$ cat src/slcd_pkg.sv
// ----------------------------------------------------------------------------
// slcd_pkg
// types and codes shared by the start/length/checksum deframer
// ----------------------------------------------------------------------------
`default_nettype none

package slcd_pkg;

    // sequencer phases
    typedef enum logic [2:0] {
        PH_HUNT    = 3'd0,
        PH_LEN     = 3'd1,
        PH_DATA    = 3'd2,
        PH_SUM     = 3'd3,
        PH_PLAY_RD = 3'd4,
        PH_PLAY_WR = 3'd5
    } phase_t;

    // event codes
    localparam logic [2:0] EV_PROGRESS = 3'd0;
    localparam logic [2:0] EV_RESYNC   = 3'd1;
    localparam logic [2:0] EV_LEN_ERR  = 3'd2;
    localparam logic [2:0] EV_SUM_ERR  = 3'd3;
    localparam logic [2:0] EV_FRAME_OK = 3'd4;

    // configuration register indexes
    localparam logic [1:0] REG_START_BYTE = 2'd0;
    localparam logic [1:0] REG_MAX_LENGTH = 2'd1;

    localparam int CFG_INDEX_W = 2;
    localparam int CFG_DATA_W  = 8;
    localparam int TDATA_W     = 152;
    localparam int TUSER_W     = 4;

    // counter selected for the shared incrementer
    typedef enum logic [2:0] {
        CNT_NONE    = 3'd0,
        CNT_RESYNC  = 3'd1,
        CNT_LEN_ERR = 3'd2,
        CNT_SUM_ERR = 3'd3,
        CNT_GOOD    = 3'd4
    } cnt_sel_t;

    typedef struct packed {
        logic [31:0] good_frame_count;
        logic [31:0] checksum_error_count;
        logic [31:0] length_error_count;
        logic [31:0] resync_count;
        logic [5:0]  frame_length;
        logic [4:0]  data_index;
        logic [7:0]  data_byte;
        logic        last;
        logic        data_valid;
        logic [2:0]  event_res;
    } result_t;

endpackage

`default_nettype wire

$ cat src/sof_length_checksum_deframer.sv
// ----------------------------------------------------------------------------
// sof_length_checksum_deframer
// hunts for a start byte, checks length and additive checksum, replays good
// payloads from a byte store as a run of results
// an event result is registered and valid in the cycle after its byte transfer
// throughput: one byte per cycle outside playback, while the output register is free
// a good frame replays byte by byte (store read, then output load), with
// input not ready during the playback
// reset: phase and counters cleared, start byte 0, max length 32,
// payload store not cleared
// ----------------------------------------------------------------------------
`default_nettype none

module sof_length_checksum_deframer #(
    parameter int MAX_PAYLOAD = 32
) (
    input  wire logic                             clk,
    input  wire logic                             rst_n,
    // s_tdata: rx_byte[7:0]
    input  wire logic                             s_tvalid,
    output logic                                  s_tready,
    input  wire logic [7:0]                       s_tdata,
    // m_tdata: data_byte[7:0], data_index[12:8], frame_length[18:13],
    // resync_count[50:19], length_error_count[82:51],
    // checksum_error_count[114:83], good_frame_count[146:115], zero pad
    output logic                                  m_tvalid,
    input  wire logic                             m_tready,
    output logic [slcd_pkg::TDATA_W-1:0]          m_tdata,
    // m_tuser: event_res[2:0], data_valid[3]
    output logic [slcd_pkg::TUSER_W-1:0]          m_tuser,
    output logic                                  m_tlast,
    input  wire logic                             cfg_valid,
    output logic                                  cfg_ready,
    input  wire logic [slcd_pkg::CFG_INDEX_W-1:0] cfg_index,
    input  wire logic [slcd_pkg::CFG_DATA_W-1:0]  cfg_data
);

    localparam int LEN_W  = $clog2(MAX_PAYLOAD + 1);
    localparam int ADDR_W = (MAX_PAYLOAD > 1) ? $clog2(MAX_PAYLOAD) : 1;

    logic [7:0] start_byte_reg;
    logic [5:0] max_length_reg;

    slcd_pkg::result_t out_reg;
    logic              out_valid_reg;
    slcd_pkg::result_t res;
    logic              res_load;
    logic              out_free;

    logic              wr_en;
    logic [ADDR_W-1:0] wr_addr;
    logic              rd_en;
    logic [ADDR_W-1:0] rd_addr;
    logic [7:0]        rd_data;

    assign cfg_ready = 1'b1;

    always_ff @(posedge clk or negedge rst_n)
    begin
        if (!rst_n)
        begin
            start_byte_reg <= 8'd0;
            max_length_reg <= 6'd32;
        end
        else if (cfg_valid && cfg_ready)
        begin
            case (cfg_index)
                slcd_pkg::REG_START_BYTE: start_byte_reg <= cfg_data;
                slcd_pkg::REG_MAX_LENGTH: max_length_reg <= cfg_data[5:0];
                default:                  start_byte_reg <= start_byte_reg;
            endcase
        end
    end

    assign out_free = !out_valid_reg || m_tready;

    slcd_ctrl #(
        .MAX_PAYLOAD (MAX_PAYLOAD),
        .LEN_W       (LEN_W),
        .ADDR_W      (ADDR_W)
    ) u_ctrl (
        .clk        (clk),
        .rst_n      (rst_n),
        .in_valid   (s_tvalid),
        .in_byte    (s_tdata),
        .in_ready   (s_tready),
        .out_free   (out_free),
        .start_byte (start_byte_reg),
        .max_length (max_length_reg),
        .wr_en      (wr_en),
        .wr_addr    (wr_addr),
        .rd_en      (rd_en),
        .rd_addr    (rd_addr),
        .rd_data    (rd_data),
        .res_load   (res_load),
        .res        (res)
    );

    slcd_store #(
        .DEPTH  (MAX_PAYLOAD),
        .ADDR_W (ADDR_W)
    ) u_store (
        .clk     (clk),
        .wr_en   (wr_en),
        .wr_addr (wr_addr),
        .wr_data (s_tdata),
        .rd_en   (rd_en),
        .rd_addr (rd_addr),
        .rd_data (rd_data)
    );

    // output register, refilled in the cycle its transfer completes
    always_ff @(posedge clk or negedge rst_n)
    begin
        if (!rst_n)
        begin
            out_valid_reg <= 1'b0;
        end
        else if (res_load)
        begin
            out_valid_reg <= 1'b1;
        end
        else if (m_tready)
        begin
            out_valid_reg <= 1'b0;
        end
    end

    always_ff @(posedge clk)
    begin
        if (res_load)
        begin
            out_reg <= res;
        end
    end

    assign m_tvalid = out_valid_reg;
    assign m_tlast  = out_reg.last;
    assign m_tuser  = {out_reg.data_valid, out_reg.event_res};
    assign m_tdata  = {5'd0,
                       out_reg.good_frame_count,
                       out_reg.checksum_error_count,
                       out_reg.length_error_count,
                       out_reg.resync_count,
                       out_reg.frame_length,
                       out_reg.data_index,
                       out_reg.data_byte};

endmodule

`default_nettype wire

$ cat src/slcd_store.sv
// ----------------------------------------------------------------------------
// slcd_store
// payload byte memory, one write port and one registered read port
// ----------------------------------------------------------------------------
`default_nettype none

module slcd_store #(
    parameter int DEPTH  = 32,
    parameter int ADDR_W = 5
) (
    input  wire logic              clk,
    input  wire logic              wr_en,
    input  wire logic [ADDR_W-1:0] wr_addr,
    input  wire logic [7:0]        wr_data,
    input  wire logic              rd_en,
    input  wire logic [ADDR_W-1:0] rd_addr,
    output logic      [7:0]        rd_data
);

    logic [7:0] mem [DEPTH];

    always_ff @(posedge clk)
    begin
        if (wr_en)
        begin
            mem[wr_addr] <= wr_data;
        end
    end

    always_ff @(posedge clk)
    begin
        if (rd_en)
        begin
            rd_data <= mem[rd_addr];
        end
    end

endmodule

`default_nettype wire

$ cat src/slcd_ctrl.sv
// ----------------------------------------------------------------------------
// slcd_ctrl
// deframing sequencer with shared checksum adder and shared counter incrementer
// ----------------------------------------------------------------------------
`default_nettype none

module slcd_ctrl #(
    parameter int MAX_PAYLOAD = 32,
    parameter int LEN_W       = 6,
    parameter int ADDR_W      = 5
) (
    input  wire logic                 clk,
    input  wire logic                 rst_n,
    input  wire logic                 in_valid,
    input  wire logic [7:0]           in_byte,
    output logic                      in_ready,
    input  wire logic                 out_free,
    input  wire logic [7:0]           start_byte,
    input  wire logic [5:0]           max_length,
    output logic                      wr_en,
    output logic      [ADDR_W-1:0]    wr_addr,
    output logic                      rd_en,
    output logic      [ADDR_W-1:0]    rd_addr,
    input  wire logic [7:0]           rd_data,
    output logic                      res_load,
    output slcd_pkg::result_t         res
);

    slcd_pkg::phase_t   state_reg, state_next;
    slcd_pkg::cnt_sel_t cnt_sel;

    logic [LEN_W-1:0] stored_reg, stored_next;
    logic [LEN_W-1:0] exp_reg, exp_next;
    logic [7:0]       sum_reg, sum_next;
    logic [31:0]      resync_reg, resync_next;
    logic [31:0]      len_err_reg, len_err_next;
    logic [31:0]      sum_err_reg, sum_err_next;
    logic [31:0]      good_reg, good_next;

    logic             in_fire;
    logic [7:0]       lim;
    logic             len_ok;
    logic [7:0]       add_a, add_sum;
    logic [31:0]      inc_in, inc_out;
    logic [LEN_W-1:0] idx_inc;
    logic [7:0]       stored8, exp8;
    logic             play_last;

    assign in_ready = ((state_reg == slcd_pkg::PH_HUNT) || (state_reg == slcd_pkg::PH_LEN)
                       || (state_reg == slcd_pkg::PH_DATA) || (state_reg == slcd_pkg::PH_SUM))
                      && out_free;
    assign in_fire  = in_valid && in_ready;

    // effective length limit
    assign lim    = ({2'b00, max_length} > 8'(MAX_PAYLOAD)) ? 8'(MAX_PAYLOAD)
                                                           : {2'b00, max_length};
    assign len_ok = (in_byte != 8'd0) && (in_byte <= lim);

    // shared checksum adder: seeds from zero on the length byte
    assign add_a   = (state_reg == slcd_pkg::PH_LEN) ? 8'd0 : sum_reg;
    assign add_sum = add_a + in_byte;

    // shared counter incrementer
    always_comb
    begin
        case (cnt_sel)
            slcd_pkg::CNT_RESYNC:  inc_in = resync_reg;
            slcd_pkg::CNT_LEN_ERR: inc_in = len_err_reg;
            slcd_pkg::CNT_SUM_ERR: inc_in = sum_err_reg;
            slcd_pkg::CNT_GOOD:    inc_in = good_reg;
            default:               inc_in = 32'd0;
        endcase
    end
    assign inc_out = inc_in + 32'd1;

    assign idx_inc   = stored_reg + LEN_W'(1);
    assign stored8   = 8'(stored_reg);
    assign exp8      = 8'(exp_reg);
    assign play_last = (idx_inc == exp_reg);

    // next state
    always_comb
    begin
        state_next = state_reg;
        case (state_reg)
            slcd_pkg::PH_HUNT:
            begin
                if (in_fire && (in_byte == start_byte))
                    state_next = slcd_pkg::PH_LEN;
            end
            slcd_pkg::PH_LEN:
            begin
                if (in_fire)
                    state_next = len_ok ? slcd_pkg::PH_DATA : slcd_pkg::PH_HUNT;
            end
            slcd_pkg::PH_DATA:
            begin
                if (in_fire && (idx_inc >= exp_reg))
                    state_next = slcd_pkg::PH_SUM;
            end
            slcd_pkg::PH_SUM:
            begin
                if (in_fire)
                    state_next = (in_byte == sum_reg) ? slcd_pkg::PH_PLAY_RD
                                                      : slcd_pkg::PH_HUNT;
            end
            slcd_pkg::PH_PLAY_RD:
            begin
                state_next = slcd_pkg::PH_PLAY_WR;
            end
            slcd_pkg::PH_PLAY_WR:
            begin
                if (out_free)
                    state_next = play_last ? slcd_pkg::PH_HUNT : slcd_pkg::PH_PLAY_RD;
            end
            default:
            begin
                state_next = slcd_pkg::PH_HUNT;
            end
        endcase
    end

    // outputs and datapath
    always_comb
    begin
        stored_next = stored_reg;
        exp_next    = exp_reg;
        sum_next    = sum_reg;
        cnt_sel     = slcd_pkg::CNT_NONE;
        wr_en       = 1'b0;
        wr_addr     = stored_reg[ADDR_W-1:0];
        rd_en       = 1'b0;
        rd_addr     = stored_reg[ADDR_W-1:0];
        res_load    = 1'b0;
        res.event_res  = slcd_pkg::EV_PROGRESS;
        res.data_valid = 1'b0;
        res.data_byte  = 8'd0;
        res.data_index = 5'd0;
        res.frame_length = 6'd0;
        res.last       = 1'b1;

        case (state_reg)
            slcd_pkg::PH_HUNT:
            begin
                if (in_fire)
                begin
                    res_load = 1'b1;
                    if (in_byte != start_byte)
                    begin
                        cnt_sel       = slcd_pkg::CNT_RESYNC;
                        res.event_res = slcd_pkg::EV_RESYNC;
                    end
                end
            end
            slcd_pkg::PH_LEN:
            begin
                if (in_fire)
                begin
                    res_load = 1'b1;
                    if (len_ok)
                    begin
                        exp_next    = in_byte[LEN_W-1:0];
                        stored_next = '0;
                        sum_next    = add_sum;
                    end
                    else
                    begin
                        cnt_sel       = slcd_pkg::CNT_LEN_ERR;
                        res.event_res = slcd_pkg::EV_LEN_ERR;
                    end
                end
            end
            slcd_pkg::PH_DATA:
            begin
                if (in_fire)
                begin
                    res_load    = 1'b1;
                    wr_en       = 1'b1;
                    stored_next = idx_inc;
                    sum_next    = add_sum;
                end
            end
            slcd_pkg::PH_SUM:
            begin
                if (in_fire)
                begin
                    if (in_byte == sum_reg)
                    begin
                        // good frame: results come from the playback run
                        cnt_sel     = slcd_pkg::CNT_GOOD;
                        stored_next = '0;
                    end
                    else
                    begin
                        res_load      = 1'b1;
                        cnt_sel       = slcd_pkg::CNT_SUM_ERR;
                        res.event_res = slcd_pkg::EV_SUM_ERR;
                    end
                end
            end
            slcd_pkg::PH_PLAY_RD:
            begin
                rd_en = 1'b1;
            end
            slcd_pkg::PH_PLAY_WR:
            begin
                if (out_free)
                begin
                    res_load         = 1'b1;
                    res.event_res    = slcd_pkg::EV_FRAME_OK;
                    res.data_valid   = 1'b1;
                    res.data_byte    = rd_data;
                    res.data_index   = stored8[4:0];
                    res.frame_length = exp8[5:0];
                    res.last         = play_last;
                    stored_next      = idx_inc;
                end
            end
            default:
            begin
                res_load = 1'b0;
            end
        endcase

        resync_next  = (cnt_sel == slcd_pkg::CNT_RESYNC)  ? inc_out : resync_reg;
        len_err_next = (cnt_sel == slcd_pkg::CNT_LEN_ERR) ? inc_out : len_err_reg;
        sum_err_next = (cnt_sel == slcd_pkg::CNT_SUM_ERR) ? inc_out : sum_err_reg;
        good_next    = (cnt_sel == slcd_pkg::CNT_GOOD)    ? inc_out : good_reg;

        // a result shows the counters as they stand after its byte
        res.resync_count         = resync_next;
        res.length_error_count   = len_err_next;
        res.checksum_error_count = sum_err_next;
        res.good_frame_count     = good_next;
    end

    always_ff @(posedge clk or negedge rst_n)
    begin
        if (!rst_n)
        begin
            state_reg   <= slcd_pkg::PH_HUNT;
            stored_reg  <= '0;
            exp_reg     <= '0;
            sum_reg     <= 8'd0;
            resync_reg  <= 32'd0;
            len_err_reg <= 32'd0;
            sum_err_reg <= 32'd0;
            good_reg    <= 32'd0;
        end
        else
        begin
            state_reg   <= state_next;
            stored_reg  <= stored_next;
            exp_reg     <= exp_next;
            sum_reg     <= sum_next;
            resync_reg  <= resync_next;
            len_err_reg <= len_err_next;
            sum_err_reg <= sum_err_next;
            good_reg    <= good_next;
        end
    end

endmodule

`default_nettype wire
$ cat config.mk
export PLATFORM = sky130hd
export DESIGN_NAME = sof_length_checksum_deframer
export DESIGN_NICKNAME = d
export VERILOG_FILES = /design/src/slcd_pkg.sv /design/src/sof_length_checksum_deframer.sv /design/src/slcd_store.sv /design/src/slcd_ctrl.sv
export SDC_FILE = /design/constraint.sdc
export NUM_CORES = 1
export LEC_CHECK = 0
export BUFFER_PORTS_ARGS = -buffer_cell sky130_fd_sc_hd__buf_4
export CORE_MARGIN = 2
export CORE_UTILIZATION = 35
export DETAILED_ROUTE_END_ITERATION = 12
export PLACE_DENSITY = 0.54
export SLEW_MARGIN = 15
export SYNTH_ARGS = -nofsm -noshare
export SYNTH_HDL_FRONTEND = slang
export SYNTH_HIERARCHICAL = 1
export SYNTH_SLANG_ARGS = --single-unit
export TNS_END_PERCENT = 20
$ cat constraint.sdc
create_clock -name clk -period 8.71 [get_ports clk]
set_input_delay 1.742 -clock clk [delete_from_list [all_inputs] [get_ports clk]]
set_output_delay 1.742 -clock clk [all_outputs]
set_load 0.05 [all_outputs]
==> results.toml <==
[run_status]
status = "completed"

[worst_setup_path]
end_kind = "register"
crit_slowest_cell = "and4b_1"
path_class = "in2reg"
path_cells = "buf_4 > nand2b_1 > and4b_1 > nand2_4 > nor3_4 > buf_4 > a221o_1 > a21o_1 > or3b_1 > nor2_1 > a31oi_1 > o31ai_1"
r2r_slack_ns = 3.33
worstPathRequired_ns = 9.08
critPathTopFamily = "simple AND/OR/NAND/NOR gates"
worstSetupStartpointType = "primary input"
cp_num_buf_inv = 2
crit_fanout = 24
cpPeakStageDelay_ns = 0.94
r2r-end = "m_tdata[47]"
crit_arrival_ns = 6.59
critical_path.most_common_cell = "buf_4"
r2r_start = "u_ctrl/state_reg[0]"
ff2ff_path_depth = 10

[timing]
fin_crit_sh_pct = 71.4
drv_slew = 0
setup_tns_ns = 0
setup_violations = 0
period_needed_ns = 6.22
fin_skew_ns = 0.0242
max_freq_mhz = 161
hold_viol = 0
worst_pin_slew_ns = 1.07
relSlewSlack_pct = 28.6
rsz0062_at_grt = "false"

[die]
start_util_pct = 35.4
core_area_sq_mm = 0.0700
die_w_microns = 270
die_h_microns = 270
dieArea_sq_mm = 0.0730
pin_count = 183
rows = 97

[cells_and_area]
regMostFlops = "u_store/mem"
final_common_cell = "edfxtp_1"
final_cell_mix = "416 x edfxtp_1, 195 x buf_4, 175 x nand2_1, 163 x dfrtp_1, 84 x o21ai_0"
area_delta_synth_final_pct = 17.6
drive_gt1_share_pct = 23.5
largest_reg_flops = 256
nNetsFinal = 1877

[synth]
yosys-top-cells-area = "edfxtp_1 50%, dfrtp_1 17%, mux4_2 7.3%"
syn-mean-instance-area_sq_um = 14.9
synth_top_area_cell = "edfxtp_1"
synth_warnings = 6
synthMuxAreaShare_pct = 8.57
synth_edf_count = 416
synth_top_family_by_area = "simple AND/OR/NAND/NOR gates"
synthAdderAreaFrac_pct = 1.14
syn_inst = 1662
synth_cell_type_count = 92
synth_seq_cells = 582
synth_compound_area_share_pct = 8.44
yosysSeqAreaShare_pct = 67.1
synthXorXnorAreaFrac_pct = 2.08
syn_area_sq_mm = 0.0248
yosysTopAreaCellShare_pct = 50.4
synth_top_flop_cell = "edfxtp_1"
synth-simple-area-share_pct = 10.0
synthArstFlopShare_pct = 28.5

[detailed_routing]
ant_nets = 0
vias_per_cell = 5.39
drc = 0
drt_pre_antenna_iters = 5
via_count = 15200
drt_iter0_drc = 1398
wl_per_cell_microns = 23.2
wl_microns = 65500

[flow_run]
max-cap-violations = 0

[worst_hold_path]
hold_path_depth = 1
min_to = "max_length_reg[0]"
hp-class = "reg2reg"
worstHoldStart = "max_length_reg[0]"

[power]
vdd_drop_max_mv = 0.136
finalPower_mw = 7.64
p_leak_nw = 10.6
powerDensity_mw_per_mm2 = 262

[global_routing]
grt_pass1_vias = 15200
grt_first_pass_wirelength_microns = 98600
met2_usage_pct = 27.8
antenna_found_initial = 0
grt_overflow_total = 0
grt_use_met1_pct = 24.7
grt_max_degree = 139
top_usage_layer = "met2"
grtUsageMet3_pct = 3.70
grt_usage_pct = 17.9

[cts]
cts_resized = 0
cts_setup_buffers = 0
cts_tree = "done"
cts-hold-fix-buffers = 0
cts_root_buffer = "clkbuf_16"
clkTransAtPathRegs_ns = 0.06
cts_sinks = 582
clkLatencyLatePin_ns = 0.60
cts_buffer_depth = 3
cts_htree_levels = 3
numCtsBuffers = 67

[placed_design]
hpwl_microns = 42500
routabilityCongestion = 0.834
placement.io_buffers = 176
==> layout make-up <==
cell class | count | area (sq um)
well taps | 940 | 1180
inverters | 27 | 101
clock buffers | 93 | 1840
flip-flops and latches | 582 | 16700
clock inverters | 30 | 307
repair buffers | 197 | 1500
diodes | 1 | 2.50
multi-input cells | 957 | 7580
fillers | 6399 | 40900
==> cells by family (layout without fill, tap and decap cells) <==
family	after synthesis	after routing
AND/OR/NAND/NOR	459	459
multiplexers	109	109
XOR/XNOR	59	59
adder cells (fa/ha/maj)	22	22
buffers and inverters	127	347
flip-flops	582	582
AO/OA/AOI/OAI	302	302
other	2	7
==> power by group <==
| group | leakage (nW) | switching [mW] | internal (mW) | total [mW] |
|---|---|---|---|---|
| clock network | 1.04 | 1.11 | 1.63 | 2.74 |
| registers | 6.05 | 0.144 | 3.16 | 3.30 |
| logic | 3.51 | 0.964 | 0.628 | 1.59 |
| total | 10.6 | 2.22 | 5.42 | 7.64 |
==> how the worst max path moves through the flow <==
| stage | startpoint | to | slack, ns | cells past startpoint |
|---|---|---|---|---|
| after floorplan | s_tvalid | m_tdata[0] | 1.23 | 6 |
| after global placement | m_tready | m_tdata[46] | 2.20 | 12 |
| after detailed placement | m_tready | m_tdata[113] | 2.09 | 12 |
| after CTS | m_tready | m_tdata[47] | 2.69 | 12 |
| after global routing | m_tready | m_tdata[47] | 2.29 | 12 |
| final | m_tready | m_tdata[47] | 2.49 | 12 |
==> synth_stat cells (21+ instances only) <==
cell type	number
and4_1	22
nor2_1	68
ha_1	21
mux2_2	24
a221o_1	23
buf_4	28
edfxtp_1	416
nand3_1	33
inv_1	26
and2_1	32
xnor2_1	41
dfrtp_1	165
o21ai_0	84
o31ai_1	32
a21oi_1	51
mux4_2	80
clkbuf_1	43
nand2_1	177
==> per-stage QoR <==
| step | hold WS (ns) | util, % | instance area [sq um] | instances | worst slack [ns] |
|---|---|---|---|---|---|
| global route | 0.525 | 41.6 | 29100 | 2826 | 2.29 |
| detailed placement | 0.484 | 38.6 | 27000 | 2703 | 2.09 |
| floorplan | 0.454 | - | 24800 | 1666 | 1.23 |
| CTS | 0.502 | 41.6 | 29100 | 2826 | 2.69 |
| finish | 0.498 | 41.6 | 29200 | 2827 | 2.49 |
| global placement | 0.472 | 38.6 | 27000 | 2703 | 2.20 |
==> per-layer routing <==
metal	vias to the layer above	share of wire, %
li1	6770	-
met1	7804	43
met2	543	47
met3	112	6.2
met4	0	3.2
met5	-	0
No activity file was read; power rests on OpenSTA's default activity.
